[src/design/iebm_pkg.sv]
// iebm_pkg: types and constants shared by the eeprom byte master modules
// no dependencies

package iebm_pkg;

   typedef enum logic [1:0] {
      REQ_NONE  = 2'd0,
      REQ_WRITE = 2'd1,
      REQ_READ  = 2'd2
   } req_kind_type;

   typedef enum logic [4:0] {
      PH_IDLE     = 5'd0,
      PH_START    = 5'd1,
      PH_TX_DEVW  = 5'd2,
      PH_ACK_DEVW = 5'd3,
      PH_TX_WORD  = 5'd4,
      PH_ACK_WORD = 5'd5,
      PH_TX_DATA  = 5'd6,
      PH_ACK_DATA = 5'd7,
      PH_RSTART   = 5'd8,
      PH_TX_DEVR  = 5'd9,
      PH_ACK_DEVR = 5'd10,
      PH_RX       = 5'd11,
      PH_NACK     = 5'd12,
      PH_STOP     = 5'd13,
      PH_RECOVERY = 5'd14
   } phase_type;

   localparam logic       CSR_DEVICE_ADDRESS   = 1'b0;
   localparam logic       CSR_WRITE_RECOVERY   = 1'b1;
   localparam logic [6:0] DEVICE_ADDRESS_RESET = 7'd80;
   localparam logic [15:0] WRITE_RECOVERY_RESET = 16'd2500;
   localparam logic       RW_WRITE             = 1'b0;
   localparam logic       RW_READ              = 1'b1;
   localparam logic [3:0] LAST_BIT_TICK        = 4'd15;

   typedef struct packed {
      req_kind_type kind;
      logic [7:0]   word_address;
      logic [7:0]   write_data;
      logic         sda_in;
   } tick_type;

   typedef struct packed {
      logic     valid;
      tick_type tick;
   } queue_head_type;

   typedef struct packed {
      logic       scl;
      logic       sda_release;
      logic       busy_res;
      logic [7:0] read_data;
      logic       read_valid;
      logic       ack_missing;
   } result_type;

endpackage

[src/design/iebm_front.sv]
// iebm_front: accepts bus tick words, decodes the request and holds them in a
// two-entry queue for the sequencer; uses iebm_pkg

module iebm_front import iebm_pkg::*; (
   input  logic         clock,
   input  logic         reset,
   input  logic         req_valid,
   output logic         req_stall,
   input  logic [1:0]   req_operation,
   input  logic [7:0]   req_word_address,
   input  logic [7:0]   req_write_data,
   input  logic         req_sda_in,
   input  logic         pop,
   output queue_head_type head
);

   logic [1:0] count_ff, count_in;
   tick_type   entry0_ff, entry0_in;
   tick_type   entry1_ff, entry1_in;
   tick_type   incoming;
   logic       push;

   always_comb begin
      unique case (req_operation)
         REQ_WRITE: incoming.kind = REQ_WRITE;
         REQ_READ:  incoming.kind = REQ_READ;
         default:   incoming.kind = REQ_NONE;
      endcase
      incoming.word_address = req_word_address;
      incoming.write_data   = req_write_data;
      incoming.sda_in       = req_sda_in;
   end

   assign req_stall  = (count_ff == 2'd2);
   assign push       = req_valid && !req_stall;
   assign head.valid = (count_ff != 2'd0);
   assign head.tick  = entry0_ff;

   always_comb begin
      count_in  = count_ff;
      entry0_in = entry0_ff;
      entry1_in = entry1_ff;
      if (pop && (count_ff != 2'd0)) begin
         entry0_in = entry1_ff;
         if (push) begin
            if (count_ff == 2'd1) begin
               entry0_in = incoming;
            end else begin
               entry1_in = incoming;
            end
         end else begin
            count_in = count_ff - 2'd1;
         end
      end else if (push) begin
         if (count_ff == 2'd0) begin
            entry0_in = incoming;
         end else begin
            entry1_in = incoming;
         end
         count_in = count_ff + 2'd1;
      end
   end

   always_ff @(posedge clock) begin
      if (reset) begin
         count_ff <= 2'd0;
      end else begin
         count_ff <= count_in;
      end
      entry0_ff <= entry0_in;
      entry1_ff <= entry1_in;
   end

endmodule

[src/design/iebm_back.sv]
// iebm_back: bus sequencer that does one queued tick per cycle unless rsp
// stalls; registers its result word; holds the configuration; uses iebm_pkg

module iebm_back import iebm_pkg::*; (
   input  logic           clock,
   input  logic           reset,
   input  logic           csr_write_enable,
   input  logic           csr_index,
   input  logic [15:0]    csr_write_data,
   input  queue_head_type head,
   output logic           pop,
   output logic           rsp_valid,
   input  logic           rsp_stall,
   output result_type     result
);

   phase_type   phase_ff, phase_in;
   logic [3:0]  bit_count_ff, bit_count_in;
   logic [7:0]  shift_ff, shift_in;
   logic [7:0]  held_address_ff, held_address_in;
   logic [7:0]  held_data_ff, held_data_in;
   logic        is_read_ff, is_read_in;
   logic [15:0] timer_ff, timer_in;
   logic        ack_error_ff, ack_error_in;
   logic [6:0]  device_address_ff;
   logic [15:0] write_recovery_ff;
   logic        rsp_valid_ff, rsp_valid_in;
   result_type  result_ff, result_in;
   logic        half;
   logic        advance;

   assign advance   = head.valid && (!rsp_valid_ff || !rsp_stall);
   assign pop       = advance;
   assign rsp_valid = rsp_valid_ff;
   assign result    = result_ff;
   assign half      = bit_count_ff[0];

   always_comb begin
      phase_in        = phase_ff;
      bit_count_in    = bit_count_ff;
      shift_in        = shift_ff;
      held_address_in = held_address_ff;
      held_data_in    = held_data_ff;
      is_read_in      = is_read_ff;
      timer_in        = timer_ff;
      ack_error_in    = ack_error_ff;
      result_in.scl         = 1'b1;
      result_in.sda_release = 1'b1;
      result_in.busy_res    = 1'b1;
      result_in.read_data   = 8'd0;
      result_in.read_valid  = 1'b0;
      unique case (phase_ff)
         PH_IDLE: begin
            result_in.busy_res = 1'b0;
            if (head.tick.kind != REQ_NONE) begin
               held_address_in       = head.tick.word_address;
               held_data_in          = head.tick.write_data;
               is_read_in            = (head.tick.kind == REQ_READ);
               ack_error_in          = 1'b0;
               result_in.busy_res    = 1'b1;
               result_in.sda_release = 1'b0;
               phase_in              = PH_START;
               bit_count_in          = 4'd0;
               shift_in              = 8'd0;
            end
         end
         PH_START: begin
            result_in.scl         = 1'b0;
            result_in.sda_release = 1'b0;
            phase_in              = PH_TX_DEVW;
            bit_count_in          = 4'd0;
            shift_in              = {device_address_ff, RW_WRITE};
         end
         PH_TX_DEVW, PH_TX_WORD, PH_TX_DATA, PH_TX_DEVR: begin
            result_in.scl         = half;
            result_in.sda_release = shift_ff[7];
            if (half) begin
               shift_in = {shift_ff[6:0], 1'b0};
            end
            if (bit_count_ff == LAST_BIT_TICK) begin
               bit_count_in = 4'd0;
               unique case (phase_ff)
                  PH_TX_DEVW: phase_in = PH_ACK_DEVW;
                  PH_TX_WORD: phase_in = PH_ACK_WORD;
                  PH_TX_DATA: phase_in = PH_ACK_DATA;
                  default:    phase_in = PH_ACK_DEVR;
               endcase
            end else begin
               bit_count_in = bit_count_ff + 4'd1;
            end
         end
         PH_ACK_DEVW, PH_ACK_WORD, PH_ACK_DATA, PH_ACK_DEVR: begin
            result_in.scl = half;
            if (!half) begin
               bit_count_in = 4'd1;
            end else begin
               if (head.tick.sda_in) begin
                  ack_error_in = 1'b1;
               end
               bit_count_in = 4'd0;
               unique case (phase_ff)
                  PH_ACK_DEVW: begin
                     phase_in = PH_TX_WORD;
                     shift_in = held_address_ff;
                  end
                  PH_ACK_WORD: begin
                     if (is_read_ff) begin
                        phase_in = PH_RSTART;
                        shift_in = 8'd0;
                     end else begin
                        phase_in = PH_TX_DATA;
                        shift_in = held_data_ff;
                     end
                  end
                  PH_ACK_DATA: begin
                     phase_in = PH_STOP;
                     shift_in = 8'd0;
                  end
                  default: begin
                     phase_in = PH_RX;
                     shift_in = 8'd0;
                  end
               endcase
            end
         end
         PH_RSTART: begin
            result_in.scl         = (bit_count_ff == 4'd1) || (bit_count_ff == 4'd2);
            result_in.sda_release = (bit_count_ff <= 4'd1);
            if (bit_count_ff >= 4'd3) begin
               phase_in     = PH_TX_DEVR;
               bit_count_in = 4'd0;
               shift_in     = {device_address_ff, RW_READ};
            end else begin
               bit_count_in = bit_count_ff + 4'd1;
            end
         end
         PH_RX: begin
            result_in.scl = half;
            if (half) begin
               shift_in = {shift_ff[6:0], head.tick.sda_in};
            end
            if (bit_count_ff == LAST_BIT_TICK) begin
               phase_in     = PH_NACK;
               bit_count_in = 4'd0;
            end else begin
               bit_count_in = bit_count_ff + 4'd1;
            end
         end
         PH_NACK: begin
            result_in.scl = half;
            if (half) begin
               phase_in     = PH_STOP;
               bit_count_in = 4'd0;
            end else begin
               bit_count_in = 4'd1;
            end
         end
         PH_STOP: begin
            result_in.scl         = (bit_count_ff >= 4'd1);
            result_in.sda_release = (bit_count_ff >= 4'd2);
            if (bit_count_ff < 4'd2) begin
               bit_count_in = bit_count_ff + 4'd1;
            end else begin
               bit_count_in = 4'd0;
               if (is_read_ff) begin
                  result_in.read_valid = 1'b1;
                  result_in.read_data  = shift_ff;
                  phase_in             = PH_IDLE;
               end else begin
                  timer_in = write_recovery_ff;
                  phase_in = (write_recovery_ff == 16'd0) ? PH_IDLE : PH_RECOVERY;
               end
            end
         end
         PH_RECOVERY: begin
            if (timer_ff != 16'd0) begin
               timer_in = timer_ff - 16'd1;
            end
            if ((timer_ff == 16'd0) || (timer_ff == 16'd1)) begin
               phase_in = PH_IDLE;
            end
         end
         default: begin
            result_in.busy_res = 1'b0;
            phase_in           = PH_IDLE;
            bit_count_in       = 4'd0;
            shift_in           = 8'd0;
         end
      endcase
      result_in.ack_missing = ack_error_in;
      rsp_valid_in = advance || (rsp_valid_ff && rsp_stall);
   end

   always_ff @(posedge clock) begin
      if (reset) begin
         phase_ff          <= PH_IDLE;
         bit_count_ff      <= 4'd0;
         ack_error_ff      <= 1'b0;
         is_read_ff        <= 1'b0;
         timer_ff          <= 16'd0;
         shift_ff          <= 8'd0;
         rsp_valid_ff      <= 1'b0;
         device_address_ff <= DEVICE_ADDRESS_RESET;
         write_recovery_ff <= WRITE_RECOVERY_RESET;
      end else begin
         rsp_valid_ff <= rsp_valid_in;
         if (advance) begin
            phase_ff     <= phase_in;
            bit_count_ff <= bit_count_in;
            ack_error_ff <= ack_error_in;
            is_read_ff   <= is_read_in;
            timer_ff     <= timer_in;
            shift_ff     <= shift_in;
         end
         if (csr_write_enable) begin
            unique case (csr_index)
               CSR_DEVICE_ADDRESS: device_address_ff <= csr_write_data[6:0];
               CSR_WRITE_RECOVERY: write_recovery_ff <= csr_write_data;
            endcase
         end
      end
      if (advance) begin
         held_address_ff <= held_address_in;
         held_data_ff    <= held_data_in;
         result_ff       <= result_in;
      end
   end

endmodule

[src/design/i2c_eeprom_byte_master.sv]
// i2c_eeprom_byte_master: top level of the serial eeprom byte master
// depends on iebm_pkg, iebm_front and iebm_back

// Each req word is one bus tick and yields exactly one rsp word with the scl
// and sda levels, busy, read data and the missing-ack flag. One tick is taken
// every clock cycle while neither req_stall nor rsp_stall holds it back; a word
// passes through the two-entry input queue and then the sequencer's registered
// result word before it reaches the rsp ports. A request code is looked at only
// on a tick that finds the sequencer idle. The user must write configuration via
// the csr port only while no transaction is running; the block does not check it.

module i2c_eeprom_byte_master import iebm_pkg::*; (
   input  logic        clock,
   input  logic        reset,
   input  logic        csr_write_enable,
   input  logic        csr_index,
   input  logic [15:0] csr_write_data,
   input  logic        req_valid,
   output logic        req_stall,
   input  logic [1:0]  req_operation,
   input  logic [7:0]  req_word_address,
   input  logic [7:0]  req_write_data,
   input  logic        req_sda_in,
   output logic        rsp_valid,
   input  logic        rsp_stall,
   output logic        rsp_scl,
   output logic        rsp_sda_release,
   output logic        rsp_busy_res,
   output logic [7:0]  rsp_read_data,
   output logic        rsp_read_valid,
   output logic        rsp_ack_missing
);

   queue_head_type head;
   logic           pop;
   result_type     result;

   iebm_front u_front (
      .clock            (clock),
      .reset            (reset),
      .req_valid        (req_valid),
      .req_stall        (req_stall),
      .req_operation    (req_operation),
      .req_word_address (req_word_address),
      .req_write_data   (req_write_data),
      .req_sda_in       (req_sda_in),
      .pop              (pop),
      .head             (head)
   );

   iebm_back u_back (
      .clock            (clock),
      .reset            (reset),
      .csr_write_enable (csr_write_enable),
      .csr_index        (csr_index),
      .csr_write_data   (csr_write_data),
      .head             (head),
      .pop              (pop),
      .rsp_valid        (rsp_valid),
      .rsp_stall        (rsp_stall),
      .result           (result)
   );

   assign rsp_scl         = result.scl;
   assign rsp_sda_release = result.sda_release;
   assign rsp_busy_res    = result.busy_res;
   assign rsp_read_data   = result.read_data;
   assign rsp_read_valid  = result.read_valid;
   assign rsp_ack_missing = result.ack_missing;

endmodule

[config.mk]
export PLATFORM = sky130hd
export DESIGN_NAME = i2c_eeprom_byte_master
export DESIGN_NICKNAME = d
export VERILOG_FILES = /design/src/design/iebm_pkg.sv /design/src/design/iebm_front.sv /design/src/design/iebm_back.sv /design/src/design/i2c_eeprom_byte_master.sv
export SDC_FILE = /design/constraint.sdc
export NUM_CORES = 1
export LEC_CHECK = 0
export ABC_AREA = 1
export BUFFER_PORTS_ARGS = -buffer_cell sky130_fd_sc_hd__buf_2
export CORE_MARGIN = 2
export CORE_UTILIZATION = 43
export DETAILED_ROUTE_END_ITERATION = 10
export GPL_ROUTABILITY_DRIVEN = 1
export MAX_ROUTING_LAYER = met4
export REMOVE_ABC_BUFFERS = 1
export SLEW_MARGIN = 10
export SYNTH_ARGS = -nofsm -noshare
export SYNTH_HDL_FRONTEND = slang
export SYNTH_SLANG_ARGS = --single-unit
[constraint.sdc]
create_clock -name clock -period 3.2 [get_ports clock]
set_input_delay 0.32 -clock clock [delete_from_list [all_inputs] [get_ports clock]]
set_output_delay 0.32 -clock clock [all_outputs]
set_load 0.03 [all_outputs]
Word-level counts from Yosys, hierarchy flattened
Index checks and enable logic that the tools add are counted.
{ "word_totals": {"reg_bits": 128, "inputBits": 41, "out_inout_bits": 15, "word_cells": 173} }
{ "classes": {"n_addsub": 4, "magnitude_cmp": 5, "eq_ne": 38, "n_mux": 55, "bitwise_logic": 5, "n_reduce_logical": 40} }
{ "op_table": {"columns": ["op", "n"], "rows": [
  ["$mux 19", 10],
  ["$pmux 8 s7", 1],
  ["$mux 16", 3],
  ["$mux 8", 6],
  ["$mux 5", 9],
  ["$pmux 5 s9", 1],
  ["$eq 5x4->1 const B", 7],
  ["$logic_not 16->1", 2],
  ["$pmux 16 s2", 1],
  ["$mux 4", 6],
  ["$pmux 4 s6", 1],
  ["$ne 2x1->1 const B", 11],
  ["$eq 5x3->1 const B", 4],
  ["$eq 16x1->1 const B", 1],
  ["$pmux 8 s2", 1],
  ["$reduce_bool 16->1", 1],
  ["$sub 16x1->16 const B", 1],
  ["$pmux 5 s3", 1],
  ["$reduce_or 14->1", 1],
  ["$pmux 4 s3", 1],
  ["$eq 5x2->1 const B", 2],
  ["$reduce_bool 2->1", 5],
  ["$reduce_or 10->1", 1],
  ["$reduce_or 5->1", 2],
  ["other kinds (34)", 68]
]} }

Longest topological paths before layout
{ "logic_depth": {"depth_word": 6, "mapped_depth": 12, "ltp_nobuf": 11} }

Modules after synthesis
Synthesis repeated with hierarchy kept, for this count alone.
{ "unflattened": {"hier_cells": 754, "hier_area_um2": 6177.2} }
{ "by_module_without_submodules": {"columns": ["mod", "n_inst", "cells_per_inst", "area_each_um2"], "rows": [
  ["iebm_back", 1, 619, 4454.3],
  ["iebm_front", 1, 135, 1722.9]
]} }

Worst setup path before layout
OpenSTA, ideal clock, no wires.
{ "synth_path": {"kind": "register -> register", "from": "register u_front.count_ff[0]", "to": "register u_front.entry1_ff[0] (netlist name), enable pin", "setup_ns": 0.425, "arrival_ns": 2.472, "slack_ns": 0.304, "stages_incl_launch_ff": 6, "n_path_buf": 0, "period_less_slack_ns": 2.896, "path_cell_list": "dfxtp_1 -> inv_1 -> ha_1 -> nor2_1 -> inv_1 -> a211oi_1"} }
{ "synth_via": {"word_cells_on_any_way": 11, "classes_between": "eq/ne (4); reduce/logical (7)"} }
{ "synth_rtl": {"columns": ["item", "line_no", "rtl"], "rows": [
  ["start: declaration", "iebm_front.sv:17", "logic [1:0] count_ff, count_in;"],
  ["start signal: assignment", "iebm_front.sv:68", "count_ff <= count_in;"],
  ["$eq 2x2->1", "iebm_front.sv:34", "assign req_stall = (count_ff == 2'd2);"],
  ["via req_stall", "i2c_eeprom_byte_master.sv:19", "output logic req_stall,"],
  ["$logic_not 1->1", "iebm_front.sv:35", "assign push = req_valid && !req_stall;"],
  ["$logic_and 1x1->1", "iebm_front.sv:35", null],
  ["$reduce_and 3->1 (no source line)", null, null],
  ["end signal: assignment", "iebm_front.sv:71", "entry1_ff <= entry1_in;"],
  ["end: declaration", "iebm_front.sv:19", "tick_type entry1_ff, entry1_in;"]
]} }
The timed path passes the listed nets, and every way through them passes these cells.
A chain may end at the register's enable or synchronous reset.

==> results.py <==
metrics = {
    "setup_path": {
        "path_class": "flop to flop",
        "crit_chain": "inv_1 > ha_1 > a21oi_2 > inv_1 > a21oi_1 > buf_4 > clkinv_1 > nand2_1 > nand2_1",
        "timing.rr.end": "u_front.head[15]",
        "worstPathBufferInverterCount": 4,
        "cpMaxStageDelayCell": "clkinv_1",
        "worstPathArrival_ns": 2.69,
        "slowest_delay_ns": 0.43,
        "cp.required_ns": 3.36,
        "critPathCaptureType": "flop",
        "cp-start-kind": "flop",
        "r2r_cells": 9,
        "r2r_setup_slack_ns": 0.67,
        "reg2reg_from": "u_front.count_ff[0]",
        "worstPathMaxFanout": 20,
        "path_delay_family": "buffers and inverters",
    },
    "timing": {
        "tightest_slew_ns": 0.9982,
        "tns_ns": 0,
        "min_period_ns": 2.530,
        "grt_setup_unrepaired": "no",
        "post-route-period-util_pct": 79.05,
        "fmax_mhz": 395.3,
        "finClkSkew_ns": 0.003809,
        "hold_viol_final": 0,
        "relSlewSlack_pct": 33.38,
        "finalSetupViolations": 0,
        "holdWs_ns": 0.1005,
        "slew_viol_final": 0,
    },
    "drt": {
        "drtIter0Drc": 416,
        "ant_nets": 0,
        "wl_per_cell_um": 13.31,
        "viasPerCell": 4.958,
        "drc_errors": 0,
        "dr.pass1.iters": 5,
        "wl_um": 13330,
        "dr_total_vias": 4968,
    },
    "worst_hold_path": {
        "hp-class": "input pin to flop",
        "holdPathStages": 1,
        "hold_start": "req_write_data[4]",
        "min_to": "u_front.entry1_ff[5]",
    },
    "synth": {
        "synth_ff_type": "edfxtp_1",
        "synth.avg_cell_area_um2": 8.044,
        "ys_seq_area_share_pct": 53.26,
        "synth_most_common_cell": "nand2_1",
        "ys.warnings.count": 0,
        "synth_top_area_cell": "edfxtp_1",
        "netlist_top_cells_count": "218 x nand2_1, 111 x nor2_1, 67 x edfxtp_1, 67 x inv_1, 60 x dfxtp_1",
        "synth_top_area_share_pct": 33.35,
        "netlist_area_um2": 6033,
        "synth-async-reset-ratio_pct": 0,
        "synth-seq-cells": 127,
        "ys_top_cells_by_area": "edfxtp_1 33%, dfxtp_1 20%, nand2_1 14%",
        "ys_types": 33,
        "postSynthCellCount": 750,
        "synth_edf_count": 67,
    },
    "cells_and_area": {
        "syn_to_final_growth_pct": 16.57,
        "diodes": 0,
        "stdcell_count": 1002,
        "final_layout_size_suffix_gt1_share_pct": 13.75,
        "nNetsFinal": 860,
    },
    "flow_run": {
        "drv_cap": 0,
    },
    "floorplanning": {
        "ios": 56,
        "die_h_um": 122.5,
        "core_um2": 13770,
        "initial_utilization_pct": 43.80,
        "die_w_um": 122.5,
        "dieArea_um2": 14990,
        "std_cell_rows": 43,
    },
    "clock_network": {
        "clock_latency_ns": 0.41,
        "cts_tree": "done",
        "cts_resized": 0,
        "cts_buffer_depth": 2,
        "clk_pin_slew_ns": 0.05,
        "clock-sinks": 127,
        "holdBufCountCts": 0,
        "cts_setup_buffers": 0,
        "h-tree-depth": 4,
        "root_buffer": "clkbuf_16",
        "cts_buffers": 17,
    },
    "placement": {
        "place.gp.congestion": 0.9396,
        "numPlacedInstances": 970,
        "port_buffers": 55,
        "hpwl_um": 9722,
    },
    "run_status": {
        "status": "finished, final reports clean",
    },
    "grt": {
        "antenna_found_initial": 0,
        "grt_pass1_vias": 4701,
        "grt_max_degree": 33,
        "grt_pass1_wl_um": 22030,
        "grt_usage_pct": 19.72,
        "gr-total-overflow": 0,
    },
    "power": {
        "peakVddDrop_uv": 533.3,
        "p_leak_uw": 0.003051,
        "p_per_area_nw_per_um2": 796.9,
    },
}
[registers in the layout (all words and copies together), names as in the netlist]
name / flops
u_back.timer_ff: 16
u_back.ack_error_ff: 1
u_front.head: 19
u_back.held_address_ff: 8
u_back.shift_ff: 8
u_back.write_recovery_ff: 16
u_back.rsp_valid: 1
u_back.phase_ff: 4
u_back.bit_count_ff: 4
u_back.result: 13
u_front.entry1_ff: 19
u_back.is_read_ff: 1
u_back.device_address_ff: 7
u_front.count_ff: 2
u_back.held_data_ff: 8
[metrics by stage]
step | power, uW | util, % | worst slack (ns) | instance area (um^2)
2_1_floorplan | 3407 | - | -0.006305 | 5924
3_3_place_gp | 3777 | 46.96 | 0.8697 | 6467
3_5_place_dp | 3815 | 46.96 | 0.7269 | 6467
4_1_cts | 5657 | 51.06 | 0.6858 | 7033
5_1_grt | 5927 | 51.06 | 0.4653 | 7033
6_report | 5605 | 51.06 | 0.6705 | 7033
[cell type report]
cell class                 count  area, um^2
tap                          180       225.2
multi-input combinational    528        2435
fill                        1319        6740
clock buffer                  27       513.0
inverter                      75       281.5
timing repair buffer          60       312.8
clock inverter                 5       52.55
sequential                   127        3213
[worst max-delay path by stage]
stage	cells past startpoint	from	to
final	9	u_front.count_ff[0]	u_front.head[15]
after global routing	9	u_front.count_ff[0]	u_front.head[2]
after CTS	9	u_front.count_ff[0]	u_front.head[15]
after detailed placement	9	u_front.count_ff[0]	u_front.head[15]
after global placement	9	u_front.count_ff[0]	u_front.head[1]
after floorplan	8	u_front.count_ff[0]	u_front.head[0]
[metal layers]
metal | vias to the layer above | global-route usage (%) | wire [um]
met5 | - | - | 0
met4 | 0 | 8.693 | 323
met3 | 27 | 4.786 | 526
met2 | 90 | 31.53 | 6419
met1 | 2280 | 23.75 | 6063
li1 | 2571 | - | -
[where the power goes]
part | switching (uW) | total, uW | leakage (uW) | internal [uW]
clock network | 654 | 1820 | 0.000277 | 1170
logic | 989 | 1340 | 0.00165 | 351
registers | 139 | 2440 | 0.00113 | 2300
total | 1780 | 5600 | 0.00305 | 3820
[logic make-up (layout without fill, tap and decap cells)]
logic type                 Yosys count  after routing  share of synthesized area [%]
DFF                                127            127                          53.26
and+or+nand+nor                    398            398                          26.96
buffers and inverters               95            167                          6.470
xor gates and xnor gates             7              7                          1.016
AOI/OAI and AO/OA                  112            112                          10.04
muxes                                1              1                         0.1866
adders and majority gates           10             10                          2.074
[placed cells by master (no fill, tap or decap), types with 2 or more instances in the layout]
cell type	instances
nand3b_1	3
xor2_1	5
buf_4	5
nand3_2	2
inv_1	67
nand3_1	43
xnor2_1	2
ha_1	10
clkbuf_8	5
clkbuf_1	5
o211ai_1	4
clkbuf_16	17
clkinv_2	3
nand4_1	7
a211oi_2	3
nor3_1	2
edfxtp_1	67
nand2_2	5
nor2_1	111
a21oi_2	2
o21ai_0	48
clkinv_1	2
buf_2	55
nand2_1	218
dfxtp_1	60
nor2_2	6
a21oi_1	51
inv_2	6
[worst register-to-register path, stage by stage, from the launching register on]
cell      delay [ns]
dfxtp_1         0.36
inv_1           0.07
ha_1            0.26
a21oi_2         0.31
inv_1           0.15
a21oi_1         0.16
buf_4           0.25
clkinv_1        0.44
nand2_1         0.19
nand2_1         0.08
(Power assumes the default switching activity.)
